**config.mk**
```make
export PLATFORM = sky130hd
export DESIGN_NAME = json_string_unescape_utf8
export DESIGN_NICKNAME = d
export VERILOG_FILES = /design/src/rtl/core/jsu_pkg.sv /design/src/rtl/core/json_string_unescape_utf8.sv
export VERILOG_INCLUDE_DIRS = /design/src /design/src/rtl/core
export SDC_FILE = /design/constraint.sdc
export NUM_CORES = 1
export LEC_CHECK = 0
export ABC_CLOCK_PERIOD_IN_PS = 2900
export BUFFER_PORTS_ARGS = -buffer_cell sky130_fd_sc_hd__buf_4
export CORE_MARGIN = 1.5
export CORE_UTILIZATION = 45
export DETAILED_ROUTE_END_ITERATION = 12
export GPL_TIMING_DRIVEN = 1
export PLACE_DENSITY = 0.69
export SETUP_SLACK_MARGIN = 0.5
export SYNTH_ARGS = -nofsm -noshare
export SYNTH_HDL_FRONTEND = slang
export SYNTH_SLANG_ARGS = --single-unit
```
**constraint.sdc**
```tcl
create_clock -name clock -period 2.9 [get_ports clock]
set_input_delay 0.29 -clock clock [delete_from_list [all_inputs] [get_ports clock]]
set_output_delay 0.29 -clock clock [all_outputs]
set_load 0.01 [all_outputs]
```
**src/rtl/core/json_string_unescape_utf8_assert.svh**
```systemverilog
// assertion macros for the json string unescaper
`ifndef JSON_STRING_UNESCAPE_UTF8_ASSERT_SVH
`define JSON_STRING_UNESCAPE_UTF8_ASSERT_SVH

`ifndef NO_ASSERTIONS
// same-cycle implication, disabled during reset
`define JSU_ASSERT_IMP(label, clk, rst, ante, cons) \
   label: assert property (@(posedge clk) disable iff (rst) (ante) |-> (cons)) \
      else $error("assertion failed");
// next-cycle implication, disabled during reset
`define JSU_ASSERT_NXT(label, clk, rst, ante, cons) \
   label: assert property (@(posedge clk) disable iff (rst) (ante) |=> (cons)) \
      else $error("assertion failed");
`else
`define JSU_ASSERT_IMP(label, clk, rst, ante, cons)
`define JSU_ASSERT_NXT(label, clk, rst, ante, cons)
`endif

`endif

```
**src/rtl/core/jsu_pkg.sv**
```systemverilog
// types, codes and helpers for the json string unescaper
`default_nettype none

package jsu_pkg;

   typedef enum logic [1:0] {
      MODE_IDLE,
      MODE_STR,
      MODE_ESC,
      MODE_HEX
   } mode_type;

   localparam logic [1:0] KIND_DATA = 2'd0;
   localparam logic [1:0] KIND_END  = 2'd1;
   localparam logic [1:0] KIND_ERR  = 2'd2;

   localparam logic [7:0] CHAR_QUOTE  = 8'h22;
   localparam logic [7:0] CHAR_BSLASH = 8'h5C;
   localparam logic [7:0] CHAR_SLASH  = 8'h2F;
   localparam logic [7:0] CHAR_B      = 8'h62;
   localparam logic [7:0] CHAR_F      = 8'h66;
   localparam logic [7:0] CHAR_N      = 8'h6E;
   localparam logic [7:0] CHAR_R      = 8'h72;
   localparam logic [7:0] CHAR_T      = 8'h74;
   localparam logic [7:0] CHAR_U      = 8'h75;

   localparam logic [7:0] CTRL_BS = 8'h08;
   localparam logic [7:0] CTRL_FF = 8'h0C;
   localparam logic [7:0] CTRL_LF = 8'h0A;
   localparam logic [7:0] CTRL_CR = 8'h0D;
   localparam logic [7:0] CTRL_HT = 8'h09;

   localparam logic [15:0] CP_MAX_1B = 16'h007F;
   localparam logic [15:0] CP_MAX_2B = 16'h07FF;
   localparam logic [7:0]  LEAD_2B   = 8'hC0;
   localparam logic [7:0]  LEAD_3B   = 8'hE0;
   localparam logic [7:0]  CONT_MARK = 8'h80;

   localparam logic [1:0] HEX_LAST = 2'd3;

   // returns {is_hex, value}
   function automatic logic [4:0] hex_digit(input logic [7:0] c);
      logic [4:0] r;
      r = 5'd0;
      if (c >= 8'h30 && c <= 8'h39) begin
         r = {1'b1, 4'(c - 8'h30)};
      end else if (c >= 8'h41 && c <= 8'h46) begin
         r = {1'b1, 4'(c - 8'h37)};
      end else if (c >= 8'h61 && c <= 8'h66) begin
         r = {1'b1, 4'(c - 8'h57)};
      end
      return r;
   endfunction

endpackage

`default_nettype wire

```
**src/rtl/core/json_string_unescape_utf8.sv**
```systemverilog
// json string unescaper: quoted json bytes in, unescaped utf-8 bytes and markers out
//
//   channel | direction | ports                                   | per request
//   req     | in        | req_valid req_ready req_in_byte         | one raw byte
//   rsp     | out       | rsp_valid rsp_ready rsp_out_byte        | 0 to 3 results
//           |           | rsp_kind rsp_last                       |
//
// a byte lands in the input register, then decodes into a result group of up to
// three bytes held in the output registers; results leave one per cycle while rsp
// is ready; one request per cycle while each byte yields at most one result and rsp
// does not stall; a \u escape that encodes to 2 or 3 bytes holds the next byte back
// req_ready stays high while the input register is empty, the group is empty
// or its last result is being taken
// synchronous active-high reset clears the parser state and both valid flags
`default_nettype none

module json_string_unescape_utf8
   import jsu_pkg::*;
(
   input  wire logic       clock,
   input  wire logic       reset,
   input  wire logic       req_valid,
   output logic            req_ready,
   input  wire logic [7:0] req_in_byte,
   output logic            rsp_valid,
   input  wire logic       rsp_ready,
   output logic [7:0]      rsp_out_byte,
   output logic [1:0]      rsp_kind,
   output logic            rsp_last
);

   // input register
   logic       in_valid_ff, in_valid_in;
   logic [7:0] in_byte_ff;

   // parser state
   mode_type    mode_ff, mode_in;
   logic [1:0]  hex_count_ff, hex_count_in;
   logic [15:0] code_point_ff, code_point_in;
   logic        hex_frozen_ff, hex_frozen_in;

   // result group registers
   logic [1:0] rem_ff;
   logic [1:0] idx_ff;
   logic [1:0] kind_ff;
   logic [7:0] byte_ff [3];

   // decoded group for the byte in the input register
   logic [1:0] grp_n;
   logic [1:0] grp_kind;
   logic [7:0] grp_byte [3];

   logic        req_fire, rsp_fire, grp_free, move;
   logic [4:0]  hex_d;
   logic [15:0] cp_merged;
   logic        frozen_merged;

   assign req_fire = req_valid && req_ready;
   assign rsp_fire = rsp_valid && rsp_ready;
   // group can take a new decode this cycle
   assign grp_free = (rem_ff == 2'd0) || (rem_ff == 2'd1 && rsp_ready);
   assign move     = in_valid_ff && grp_free;
   assign req_ready = !in_valid_ff || grp_free;

   assign in_valid_in = req_fire ? 1'b1 : (move ? 1'b0 : in_valid_ff);

   // hex accumulation, frozen by the first non-hex byte
   assign hex_d         = hex_digit(in_byte_ff);
   assign cp_merged     = (!hex_frozen_ff && hex_d[4]) ? {code_point_ff[11:0], hex_d[3:0]}
                                                       : code_point_ff;
   assign frozen_merged = hex_frozen_ff || !hex_d[4];

   // next state
   always_comb begin
      mode_in       = mode_ff;
      hex_count_in  = hex_count_ff;
      code_point_in = code_point_ff;
      hex_frozen_in = hex_frozen_ff;
      if (move) begin
         unique case (mode_ff)
            MODE_IDLE: begin
               if (in_byte_ff == CHAR_QUOTE) mode_in = MODE_STR;
            end
            MODE_STR: begin
               if (in_byte_ff == CHAR_QUOTE) begin
                  mode_in = MODE_IDLE;
               end else if (in_byte_ff == CHAR_BSLASH) begin
                  mode_in = MODE_ESC;
               end
            end
            MODE_ESC: begin
               unique case (in_byte_ff) inside
                  CHAR_QUOTE, CHAR_BSLASH, CHAR_SLASH, CHAR_B, CHAR_F,
                  CHAR_N, CHAR_R, CHAR_T: begin
                     mode_in = MODE_STR;
                  end
                  CHAR_U: begin
                     mode_in       = MODE_HEX;
                     hex_count_in  = 2'd0;
                     code_point_in = 16'd0;
                     hex_frozen_in = 1'b0;
                  end
                  default: begin
                     mode_in = MODE_IDLE;
                  end
               endcase
            end
            MODE_HEX: begin
               if (hex_count_ff == HEX_LAST) begin
                  mode_in       = MODE_STR;
                  hex_count_in  = 2'd0;
                  code_point_in = 16'd0;
                  hex_frozen_in = 1'b0;
               end else begin
                  hex_count_in  = hex_count_ff + 2'd1;
                  code_point_in = cp_merged;
                  hex_frozen_in = frozen_merged;
               end
            end
            default: begin
               mode_in = MODE_IDLE;
            end
         endcase
      end
   end

   // result group for the byte in the input register
   always_comb begin
      grp_n       = 2'd0;
      grp_kind    = KIND_DATA;
      grp_byte[0] = 8'd0;
      grp_byte[1] = 8'd0;
      grp_byte[2] = 8'd0;
      unique case (mode_ff)
         MODE_IDLE: begin
            if (in_byte_ff != CHAR_QUOTE) begin
               grp_n    = 2'd1;
               grp_kind = KIND_ERR;
            end
         end
         MODE_STR: begin
            if (in_byte_ff == CHAR_QUOTE) begin
               grp_n    = 2'd1;
               grp_kind = KIND_END;
            end else if (in_byte_ff != CHAR_BSLASH) begin
               grp_n       = 2'd1;
               grp_byte[0] = in_byte_ff;
            end
         end
         MODE_ESC: begin
            grp_n = 2'd1;
            unique case (in_byte_ff)
               CHAR_QUOTE:  grp_byte[0] = CHAR_QUOTE;
               CHAR_BSLASH: grp_byte[0] = CHAR_BSLASH;
               CHAR_SLASH:  grp_byte[0] = CHAR_SLASH;
               CHAR_B:      grp_byte[0] = CTRL_BS;
               CHAR_F:      grp_byte[0] = CTRL_FF;
               CHAR_N:      grp_byte[0] = CTRL_LF;
               CHAR_R:      grp_byte[0] = CTRL_CR;
               CHAR_T:      grp_byte[0] = CTRL_HT;
               CHAR_U:      grp_n       = 2'd0;
               default:     grp_kind    = KIND_ERR;
            endcase
         end
         MODE_HEX: begin
            if (hex_count_ff == HEX_LAST) begin
               // utf-8 encode; surrogates go out as plain 3-byte sequences
               if (cp_merged <= CP_MAX_1B) begin
                  grp_n       = 2'd1;
                  grp_byte[0] = cp_merged[7:0];
               end else if (cp_merged <= CP_MAX_2B) begin
                  grp_n       = 2'd2;
                  grp_byte[0] = LEAD_2B | {3'd0, cp_merged[10:6]};
                  grp_byte[1] = CONT_MARK | {2'd0, cp_merged[5:0]};
               end else begin
                  grp_n       = 2'd3;
                  grp_byte[0] = LEAD_3B | {4'd0, cp_merged[15:12]};
                  grp_byte[1] = CONT_MARK | {2'd0, cp_merged[11:6]};
                  grp_byte[2] = CONT_MARK | {2'd0, cp_merged[5:0]};
               end
            end
         end
         default: begin
            grp_n = 2'd0;
         end
      endcase
   end

   // control registers
   always_ff @(posedge clock) begin
      if (reset) begin
         in_valid_ff   <= 1'b0;
         mode_ff       <= MODE_IDLE;
         hex_count_ff  <= 2'd0;
         code_point_ff <= 16'd0;
         hex_frozen_ff <= 1'b0;
         rem_ff        <= 2'd0;
         idx_ff        <= 2'd0;
      end else begin
         in_valid_ff   <= in_valid_in;
         mode_ff       <= mode_in;
         hex_count_ff  <= hex_count_in;
         code_point_ff <= code_point_in;
         hex_frozen_ff <= hex_frozen_in;
         if (move) begin
            rem_ff <= grp_n;
            idx_ff <= 2'd0;
         end else if (rsp_fire) begin
            rem_ff <= rem_ff - 2'd1;
            idx_ff <= idx_ff + 2'd1;
         end
      end
   end

   // payload registers
   always_ff @(posedge clock) begin
      if (req_fire) begin
         in_byte_ff <= req_in_byte;
      end
      if (move) begin
         kind_ff    <= grp_kind;
         byte_ff[0] <= grp_byte[0];
         byte_ff[1] <= grp_byte[1];
         byte_ff[2] <= grp_byte[2];
      end
   end

   // output select
   always_comb begin
      case (idx_ff)
         2'd0:    rsp_out_byte = byte_ff[0];
         2'd1:    rsp_out_byte = byte_ff[1];
         default: rsp_out_byte = byte_ff[2];
      endcase
   end

   assign rsp_valid = (rem_ff != 2'd0);
   assign rsp_kind  = kind_ff;
   assign rsp_last  = (rem_ff == 2'd1);

   // checks
`include "json_string_unescape_utf8_assert.svh"

   // end and error markers are always a single result
   `JSU_ASSERT_IMP(a_marker_single, clock, reset, (rem_ff != 2'd0 && kind_ff != KIND_DATA),
                   (rem_ff == 2'd1))
   // a group never runs past its three byte slots
   `JSU_ASSERT_IMP(a_group_bound, clock, reset, (rem_ff != 2'd0),
                   (({1'b0, idx_ff} + {1'b0, rem_ff}) <= 3'd3))
   // hex bookkeeping is clear outside a \u escape
   `JSU_ASSERT_IMP(a_hex_clear, clock, reset, (mode_ff != MODE_HEX),
                   (hex_count_ff == 2'd0 && code_point_ff == 16'd0 && !hex_frozen_ff))
   // taking the last result with nothing decoded leaves the output empty
   `JSU_ASSERT_NXT(a_drain, clock, reset, (rsp_fire && rsp_last && !move),
                   (!rsp_valid))

endmodule

`default_nettype wire

```
==> Word-level counts from Yosys, hierarchy flattened <==
Memory sizes are Yosys's and may differ from the RTL's.
Index checks and enable logic that the tools add are counted.
{ "totals": {"output_inout_bits": 13, "mem_count": 1, "elab_cells": 119, "mem_bits_rw": 24, "reg_bits": 36} }
{ "classes": {"magnitude_cmp": 8, "n_eq_ne": 21, "reduce_logical": 26, "mux": 48, "addsub": 6} }
{ "mem_list": {"columns": ["memory", "words", "word_bits", "rd", "rd_clocked_by_memory_dff", "wr", "line_no", "source"], "rows": [
  ["byte_ff", 3, 8, 3, 0, 3, "json_string_unescape_utf8.sv:46", "logic [7:0] byte_ff [3];"]
]} }
{ "ops": {"columns": ["operator", "n"], "rows": [
  ["$mux W16", 5],
  ["$eq A8 B7 Y1 const B", 7],
  ["$pmux W7 S8", 1],
  ["$mux W8", 4],
  ["$pmux W16 S2", 1],
  ["$mux W2", 12],
  ["$mux W24", 1],
  ["$pmux W8 S3", 1],
  ["$eq A8 B6 Y1 const B", 2],
  ["$ge A8 B7 Y1 const B", 2],
  ["$le A16 B11 Y1 const B", 1],
  ["$le A16 B7 Y1 const B", 1],
  ["$le A8 B7 Y1 const B", 2],
  ["$pmux W2 S4", 2],
  ["$pmux W8 S2", 1],
  ["$mux W5", 3],
  ["$mux W14", 1],
  ["$mux W1", 12],
  ["$reduce_or A9 Y1", 1],
  ["$ge A8 B6 Y1 const B", 1],
  ["$le A8 B6 Y1 const B", 1],
  ["$logic_and A1 B1 Y1", 8],
  ["$ne A8 B6 Y1 const B", 1],
  ["$ne A8 B7 Y1 const B", 1],
  ["19 further kinds", 37]
]} }

==> Depth between registers and ports, before layout <==
Gate-level depths: netlist of run 1.
{ "depth": {"depth_word": 13, "ltp_mapped": 10, "mapped_depth_nobuf": 8} }

==> Least setup slack after synthesis of run 1 <==
Ideal clock, no wire load.
{ "synth_timing": {"path_type": "register -> register", "start": "register in_byte_ff[0]", "end": "register mode_ff[1]", "slack_ns": 0.322, "required_time_ns": 2.829, "path_stages_with_launch": 10, "setup_ns": 0.071, "t_arrival_ns": 2.508, "path_cell_list": "edfxtp_1 > inv_1 > ha_1 > or3b_4 > or4_4 > buf_6 > o21ai_0 > nand3b_1 > or3b_1 > a21oi_1"} }
{ "synth_via": {"elab_chain_cells": 4, "elab_cells_between_ends": 16} }
{ "synth_lines": {"columns": ["element", "line_no", "source"], "rows": [
  ["start, declared", "json_string_unescape_utf8.sv:34", "logic [7:0] in_byte_ff;"],
  ["start signal, assigned", "json_string_unescape_utf8.sv:218", "in_byte_ff <= req_in_byte;"],
  ["$eq A8 B6 Y1, or another cell as far along", "json_string_unescape_utf8.sv:82, json_string_unescape_utf8.sv:85", null],
  ["$reduce_or A8 Y1", "json_string_unescape_utf8.sv:92", "unique case (in_byte_ff) inside"],
  ["$pmux W2 S2", "json_string_unescape_utf8.sv:92", null],
  ["$pmux W2 S4", "json_string_unescape_utf8.sv:80", "unique case (mode_ff)"],
  ["end signal, assigned", "json_string_unescape_utf8.sv:201", "mode_ff <= mode_in;"],
  ["end, declared", "json_string_unescape_utf8.sv:37", "mode_type mode_ff, mode_in;"]
]} }
Several ways; a longest one is shown, not always the timed one.
A chain may end at the register's enable or synchronous reset.

==> results.cfg, run 1 <==
[outcome]
status = finished clean

[routing]
avgRoutedWirePerCell_um = 17.4
dr.pass1.iters = 5
viasPerCell = 5.93
drtAntennaViolNets = 0
first_iter_violations = 310
vias = 3145
drc = 0
routed_wl_um = 9210

[min_path]
min_path_type = in -> reg

[final_layout]
fin_nets = 452
drive_gt1_share_pct = 31.8
nFillCells = 623
syn_to_final_growth_pct = 28.4
layout.cells.non_filler = 530
n_antenna_cell = 0
final_cell_mix = 68 x buf_4, 34 x nand2_1, 34 x nor2_1
mostFrequentLayoutCell = buf_4
post-route-util_pct = 60.7

[place]
dp.cells = 482
gp_congestion = 0.935
dp_hpwl_um = 6090
numPortBuffers = 24

[global_routing]
grt_use_met1_pct = 30.3
overflow = 0
gr-max-usage-layer = met2
grt_pass1_wl_um = 15100
grt_max_degree = 32
met2_usage_pct = 37.6
gr-usage-met3_pct = 3.18
antenna_found_initial = 0
track_usage_pct = 23.1
first_global_vias = 3029

[worst_setup_path]
r2r_setup_slack_ns = 0.41
path_cells = or4b_4 > a311oi_4 > o21a_4 > mux2i_2 > buf_4 > mux2_4 > nor2_4
path_buf_inv = 1
path_depth = 7
crit_arrival_ns = 2.71
endpoint = byte_ff[0][11]
max_stage_delay_ns = 0.57
critPathRequiredTime_ns = 3.12
critPathKind = reg -> reg
critPathTopFamily = simple AND/OR/NAND/NOR gates
worstReg2RegEnd = byte_ff[0][11]
reg2reg_depth = 7
startpoint = in_byte_ff[3]
start_kind = flop
crit_slowest_cell = or4b_4
crit_fanout = 6
regToRegStartpoint = in_byte_ff[3]
end_kind = flop

[timing]
rsz0062_at_grt = true
slew_headroom_pct = 53.6
tns_ns = 0
timing.final.crit_period_ns = 2.49
fin_skew_ns = 0.00718
finalSetupViolations = 0
tightest_slew_ns = 0.690
fin_crit_sh_pct = 86.0
fmax_mhz = 401
finalMaxSlewViolations = 0
holdWs_ns = 0.113
hold_viol = 0

[flow_run]
drv_cap = 0

[pwr]
total_power_uw = 2310
powerDensity_nw_per_um2 = 516
leakage_uw = 0.00168
vdd_ir_drop_max_mv = 0.221

[synthesis]
synth_edf_count = 32
yosysUniqueCellTypes = 68
ys_ff_latch = 58
async_reset_ff_share_pct = 0
synth_area_um2 = 3480
yosysSeqAreaShare_pct = 42.5
synth-main-ff-cell = edfxtp_1
synth_nets = 396
syn_inst = 370
avgSynthCellArea_um2 = 9.41
yosys_warnings = 0

[die]
ioPinCount = 25
die_height_um = 91.0
fp.dieW_um = 91.0
initial_core_util_pct = 47.3
die_area_um2 = 8280
rows = 31
coreArea_um2 = 7370

[clock_network]
clk_latency_ns = 0.35
cts_sinks = 58
holdBufCountCts = 0
cts_tree = built
htreeDepth = 3
clockRootBuffer = clkbuf_8
path_clk_slew_ns = 0.07
ctsLongestPathBuffers = 2
numCtsBuffers = 9
## flip-flops by register name, summed over array words and instances, names as in the netlist
signal,cells
byte_ff,22
code_point_ff,16
hex_count_ff,2
hex_frozen_ff,1
idx_ff,2
in_byte_ff,8
in_valid_ff,1
mode_ff,2
rem_ff,2
rsp_kind,2
## per-layer routing
metal | part of all wire (%) | up-vias
li1 | - | 1491
met1 | 46 | 1522
met2 | 48 | 118
met3 | 4.9 | 14
met4 | 1.7 | 0
met5 | 0 | -
## where the power goes
group          switching [µW]  leakage, µW  total (µW)  internal (µW)
Sequential               30.7     0.000512         969            938
Combinational             278      0.00106         493            215
Clock                     358     0.000110         848            490
## cells in the mapped netlist, types with 6 or more instances
library cell | instances | area (µm²)
nor2_1 | 35 | 131
nand2_1 | 34 | 128
edfxtp_1 | 32 | 961
dfxtp_1 | 26 | 521
inv_1 | 20 | 75.1
a21oi_1 | 18 | 90.1
ha_1 | 14 | 175
clkbuf_1 | 13 | 48.8
a22o_1 | 12 | 105
nor3_1 | 12 | 60.1
a22oi_1 | 11 | 82.6
o21ai_0 | 10 | 50.1
a211oi_1 | 9 | 67.6
a31oi_1 | 8 | 50.1
buf_2 | 8 | 40.0
mux2i_1 | 8 | 80.1
and2_1 | 6 | 37.5
or3_1 | 6 | 37.5
## worst min path at each step
| stage | startpoint | endpoint | slack, ns | cells after the start |
|---|---|---|---|---|
| floorplan | req_in_byte[0] | in_byte_ff[0] | 0.39 | 0 |
| global placement | req_in_byte[5] | in_byte_ff[5] | 0.47 | 1 |
| detailed placement | req_in_byte[2] | in_byte_ff[2] | 0.47 | 1 |
| CTS | req_in_byte[2] | in_byte_ff[2] | 0.10 | 1 |
| global route | req_in_byte[3] | in_byte_ff[3] | 0.10 | 1 |
| finish | req_in_byte[3] | in_byte_ff[3] | 0.11 | 1 |
## per-stage QoR
stage / instance area (µm²) / setup WS [ns]
after floorplan: 3500 / 0.387
after global placement: 3790 / 0.247
after detailed placement: 3790 / 0.108
after CTS: 4350 / 0.404
after global routing: 4470 / 0.335
final: 4470 / 0.406
## what timing repair did
| action | 4_1_cts | 5_1_grt |
|---|---|---|
| resized for setup | 30 | 20 |
| cloned | 0 | 1 |
| setup endpoints to repair | 40 | 40 |
| pin swaps | 15 | 8 |
| buffers inserted | 27 | 4 |
## area by class of cell
class / count / area (µm²) / share of cell area [%]
tap: 99 / 124 / 2.77
inverter: 20 / 75.1 / 1.68
timing repair buffer: 73 / 561 / 12.5
multi-input combinational: 264 / 2000 / 44.8
clock buffer: 9 / 124 / 2.77
sequential: 58 / 1480 / 33.1
clock inverter: 7 / 103 / 2.29
## cell families after synthesis
group,Yosys count,share of synthesized area (%)
muxes,12,3.70
adders and majority gates,14,5.03
and+or+nand+nor,128,18.6
AOI/OAI and AO/OA,109,23.3
DFF,58,42.5
xor gates and xnor gates,1,0.251
buffers and inverters,48,6.54
(Power assumes the default switching activity.)
==> run 2, diff against run 1 <==
ABC_CLOCK_PERIOD_IN_PS = 3200   (was 2900)
clock period = 3.2 ns   (was 2.9 ns; I/O delays follow)
==> run 2 against run 1 <==
Against the previous run:
- clock skew up 0.0037 ns
- cell area down 5.7%
- hold slack better by 0.047 ns
- first-iteration DRC count down 39%
- non-clock buffer count down 16
- clock power down 1%
- count of clock-buffer cells in the layout unchanged
- global-route usage down 2.2 points
- sequential cell count unchanged
- largest cell class unchanged
- highest routed layer unchanged
==> results.cfg, run 2 (synthesis results as in run 1) <==
[outcome]
status = finished clean

[min_path]
min_path_type = in -> reg
whs_path_depth = 1

[routing]
avgRoutedWirePerCell_um = 17.1
drc = 0
vias = 3057
viasPerCell = 5.95
dr.pass1.iters = 5
drtAntennaViolNets = 0
first_iter_violations = 188
routed_wl_um = 8780

[worst_setup_path]
reg2reg_depth = 7
crit_arrival_ns = 2.76
critPathKind = reg -> reg
crit_fanout = 5
end_kind = flop
start_kind = flop
r2r_setup_slack_ns = 0.52
critPathRequiredTime_ns = 3.28

[pwr]
powerDensity_nw_per_um2 = 507
internal-power_uw = 1560
switching_share_pct = 27.3
p_clk_share_pct = 39.1
seq_power_share_pct = 41.1
combPwrFrac_pct = 19.8
switching_power_uw = 583
total_power_uw = 2140
leakage_uw = 0.00159
vdd_ir_drop_max_mv = 0.230

[die]
rows = 31
initial_core_util_pct = 47.3
die_height_um = 91.0
fp.dieW_um = 91.0
ioPinCount = 25
die_area_um2 = 8280
coreArea_um2 = 7370

[timing]
finalMaxSlewViolations = 0
fin_skew_ns = 0.0108
fmax_mhz = 374
timing.final.crit_period_ns = 2.68
rsz0062_at_grt = false
tns_ns = 0
finalSetupViolations = 0
fin_crit_sh_pct = 83.7
slew_headroom_pct = 60.6
tightest_slew_ns = 0.585
hold_viol = 0

[global_routing]
antenna_found_initial = 0
grt_pass1_wl_um = 13800
first_global_vias = 2854
grt_max_degree = 32
overflow = 0
track_usage_pct = 20.9

[final_layout]
final_cell_mix = 57 x buf_4, 34 x nand2_1, 34 x nor2_1
syn_to_final_growth_pct = 21.1
largest_reg_flops = 22
largest_register = byte_ff
mostFrequentLayoutCell = buf_4
nFillCells = 605
n_antenna_cell = 0
post-route-util_pct = 57.2
top_regs = byte_ff: 22 flops, code_point_ff: 16 flops, in_byte_ff: 8 flops
multi_input_area_um2 = 1860
drive_gt1_share_pct = 24.3
ff_latch_area_um2 = 1480
fin_nets = 436

[clock_network]
cts_sinks = 58
cts_tree = built
ctsLongestPathBuffers = 2
htreeDepth = 3
holdBufCountCts = 0
path_clk_slew_ns = 0.07
clk_latency_ns = 0.34
clockRootBuffer = clkbuf_8
numCtsBuffers = 9

[place]
dp_hpwl_um = 5960
gp_congestion = 0.927
numPortBuffers = 24

[flow_run]
drv_cap = 0
-- run 2: cell count changes in the layout (fill, tap and decap cells not counted), moves of 2 or more --
cell,before,now
buf_4,68,57
a32oi_2,2,0
o21ai_1,3,1
buf_6,4,0
a211oi_1,5,7
a21oi_1,14,16
a211oi_2,4,2
a21oi_2,4,2
a32oi_1,2,4
o311ai_0,0,2
nand2b_1,3,5
o21ai_0,7,10
nand2b_2,2,0
ha_4,3,1
-- run 2: area by class of cell --
type                            instances  share of cell area, %
Inverter                               20                   1.78
Sequential cell                        58                   35.1
Clock buffer                            9                   2.94
Tap cell                               99                   2.94
Clock inverter                          7                   2.97
Multi-Input combinational cell        264                   44.1
Timing Repair Buffer                   57                   10.1
-- run 2: path summary, 6_finish.rpt --
kind                  start             to
max           in_byte_ff[7]  byte_ff[0][2]
min          req_in_byte[7]  in_byte_ff[7]
max reg2reg   in_byte_ff[7]  byte_ff[0][2]
min reg2reg       rem_ff[1]      rem_ff[1]
-- run 2: power groups by stage --
| stage | sequential, µW | clock (µW) | combinational [µW] |
|---|---|---|---|
| after floorplan | 886 | 0 | 251 |
| after global placement | 901 | 0 | 367 |
| after global routing | 886 | 880 | 467 |
| after CTS | 884 | 848 | 389 |
| final | 880 | 836 | 423 |
| after detailed placement | 904 | 0 | 377 |
-- run 2: what timing repair did --
item                       4_1_cts  5_1_grt
buffers inserted                 3       17
resized for setup                6       14
setup endpoints to repair       31       37
pin swaps                        0        4
hold endpoints to repair         0        0
-- run 2: stage by stage --
step,hold WS [ns],setup WS [ns],cells,instance area [µm²]
floorplan,0.419,0.622,370,3480
global placement,0.487,0.364,478,3730
detailed placement,0.487,0.304,478,3730
CTS,0.148,0.506,497,4040
global route,0.142,0.428,514,4220
finish,0.160,0.523,514,4220
-- run 2: layer usage --
layer / GRT usage, % / part of all wire (%)
met4: 10.8 / 2.8
met5: 0 / 0
met3: 3.52 / 5.7
met2: 32.3 / 46
met1: 27.8 / 45
-- run 2: worst max-delay path: stages, from the launching register on --
cell       delay, ns
edfxtp_1        0.39
or4b_4          0.59
a311oi_4        0.41
o21a_1          0.27
mux2i_2         0.30
buf_4           0.18
o221ai_1        0.12
o2bb2ai_1       0.16
==> run 3, diff against run 2 <==
ABC_AREA = 1   (was default)
ABC_CLOCK_PERIOD_IN_PS = 2700   (was 3200)
clock period = 2.7 ns   (was 3.2 ns; I/O delays follow)
==> run 3 against run 2 <==
Against the previous run:
- count of clock-buffer cells in the layout up 1
- worst setup slack got worse by 0.25 ns
- area after synthesis down 1.8%
- synthesized cell count grew 18%
- sequential power rose by 22%
- combinational power rose by 85%
- power grew 27%
==> results.cfg, run 3 <==
[clock_network]
holdBufCountCts = 0
clk_latency_ns = 0.35
numCtsBuffers = 9
clockRootBuffer = clkbuf_8
path_clk_slew_ns = 0.07
cts_sinks = 58
cts_tree = built
htreeDepth = 3
ctsLongestPathBuffers = 2

[place]
gp_congestion = 0.906
dp_hpwl_um = 5710
numPortBuffers = 24

[worst_setup_path]
critPathTopFamily = simple AND/OR/NAND/NOR gates
critPathRequiredTime_ns = 2.78
crit_slowest_cell = edfxtp_1
crit_fanout = 9
end_kind = flop
start_kind = flop
path_cells = inv_2 > ha_2 > inv_2 > nand3_4 > nand3_4 > nand2_8 > nand2_8 > nand2_1 > o21ai_4 > nand2_4 > nor2_8 > buf_4 > a21oi_1 > o21ai_2 > nand2_1 > a21oi_2
crit_arrival_ns = 2.51
max_stage_delay_ns = 0.40
critPathKind = reg -> reg
path_buf_inv = 3

[synthesis]
synth_edf_count = 32
synth_top_family_by_area = simple AND/OR/NAND/NOR gates
yosys-top-cells-count = 100 x nand2_1, 66 x inv_1, 46 x nor2_1
avgSynthCellArea_um2 = 7.83
synth_top_area_share_pct = 28.1
synth-main-ff-cell = edfxtp_1
ys_top_cells_by_area = edfxtp_1 28%, dfxtp_1 15%, nand2_1 11%
synth_xor_area_share_pct = 0.512
synth_fa_ha_area_share_pct = 5.12
yosysSeqAreaShare_pct = 43.3
yosys_warnings = 0
yosysTopAreaCell = edfxtp_1
synth-compound-area-share_pct = 14.3
yosysMostFrequentCell = nand2_1
yosysUniqueCellTypes = 36
synth_area_um2 = 3420
async_reset_ff_share_pct = 0
yosys-mux-area-fraction_pct = 0
ys_ff_latch = 58
synthSimpleGateAreaFrac_pct = 27.6
synth_nets = 463
syn_inst = 437

[die]
die_height_um = 90.2
fp.dieW_um = 90.2
initial_core_util_pct = 46.9
die_area_um2 = 8130
rows = 31
coreArea_um2 = 7290
ioPinCount = 25

[final_layout]
syn_to_final_growth_pct = 29.0
nFillCells = 640
final_cell_mix = 94 x nand2_1, 60 x inv_1, 56 x buf_4
fin_nets = 527
drive_gt1_share_pct = 29.4
top_regs = byte_ff: 22 flops, code_point_ff: 16 flops, in_byte_ff: 8 flops
largest_reg_flops = 22
n_antenna_cell = 0
mostFrequentLayoutCell = nand2_1
largest_register = byte_ff

[routing]
dr.pass1.iters = 5
drc = 0
drtAntennaViolNets = 0
routed_wl_um = 8930
first_iter_violations = 296
vias = 3163
wl_met1_um = 3870
viasPerCell = 5.23
avgRoutedWirePerCell_um = 14.8
met3_length_um = 583
highest_layer = met4
dr_wl_met2_um = 4140

[timing]
timing.final.crit_period_ns = 2.43
fin_skew_ns = 0.0104
fmax_mhz = 412
finalMaxSlewViolations = 0
fin_crit_sh_pct = 90.0
rsz0062_at_grt = true
hold_viol = 0
tightest_slew_ns = 0.621
finalSetupViolations = 0
slew_headroom_pct = 58.5
tns_ns = 0

[pwr]
leakage_uw = 0.00178
powerDensity_nw_per_um2 = 615
total_power_uw = 2710
vdd_ir_drop_max_mv = 0.374

[global_routing]
overflow = 0
antenna_found_initial = 0
grt_max_degree = 29
first_global_vias = 2792
track_usage_pct = 20.9
grt_pass1_wl_um = 13300

[outcome]
status = finished clean

[flow_run]
drv_cap = 0

[min_path]
min_path_type = in -> reg
run 3: cell count changes after synthesis, moves of 7 or more:
cell	before	now
a211oi_1	9	1
mux2i_1	8	0
nor2_1	35	46
nand2_2	0	9
a22o_1	12	0
nor3_1	12	5
clkbuf_1	13	6
a31oi_1	8	0
nand2_1	34	100
nand3_1	3	21
inv_1	20	66
a21oi_1	18	41
run 3: kinds of logic (layout without fill, tap and decap cells):
logic type	Yosys count	after routing
AO/OA/AOI/OAI	82	82
AND/OR/NAND/NOR	200	204
buffers and inverters	81	146
flip-flops	58	58
adder cells (fa/ha/maj)	14	14
XOR/XNOR	2	2
run 3: report_power, final:
group          total (µW)  switching (µW)  leakage, µW  internal [µW]
combinational         781             459      0.00116            321
sequential           1070            40.4     0.000512           1030
clock                 865             352     0.000104            513
run 3: per-stage QoR:
| step | std cells | hold WS, ns | instance area [µm²] | utilization, % | setup WS, ns |
|---|---|---|---|---|---|
| detailed placement | 557 | 0.449 | 3760 | 51.6 | 0.109 |
| global placement | 557 | 0.448 | 3760 | 51.6 | 0.204 |
| CTS | 590 | 0.0934 | 4140 | 56.7 | 0.357 |
| finish | 605 | 0.0953 | 4410 | 60.5 | 0.270 |
| global route | 605 | 0.0915 | 4410 | 60.5 | 0.154 |
| floorplan | 437 | 0.369 | 3460 | - | 0.433 |
run 3: repair_timing:
item	CTS	global route
pin swaps	10	23
setup endpoints to repair	23	51
cloned	4	1
gates resized for setup	6	44
setup buffers	13	14
run 3: layer usage:
layer / global-route usage, % / vias to the layer above
li1: - / 1558
met1: 27.5 / 1423
met2: 32.5 / 150
met3: 3.64 / 32
met4: 11.5 / 0
met5: 0 / -
run 3: worst paths after layout:
path	start	to	slack [ns]	depth (start not counted)
min	req_in_byte[3]	in_byte_ff[3]	0.1	1
max	in_byte_ff[1]	byte_ff[0][2]	0.27	16
max reg2reg	in_byte_ff[1]	byte_ff[0][2]	0.27	16
min reg2reg	code_point_ff[7]	code_point_ff[7]	0.47	2
run 3: area by class of cell:
type                       count  area [µm²]  area share (%)
clock buffer                  10         128            2.89
clock inverter                 6        81.3            1.84
inverter                      71         273            6.18
multi-input combinational    302        1880            42.5
sequential                    58        1480            33.6
tap                           99         124            2.81
timing repair buffer          58         443            10.0
timing repair inverter         1        7.51           0.170
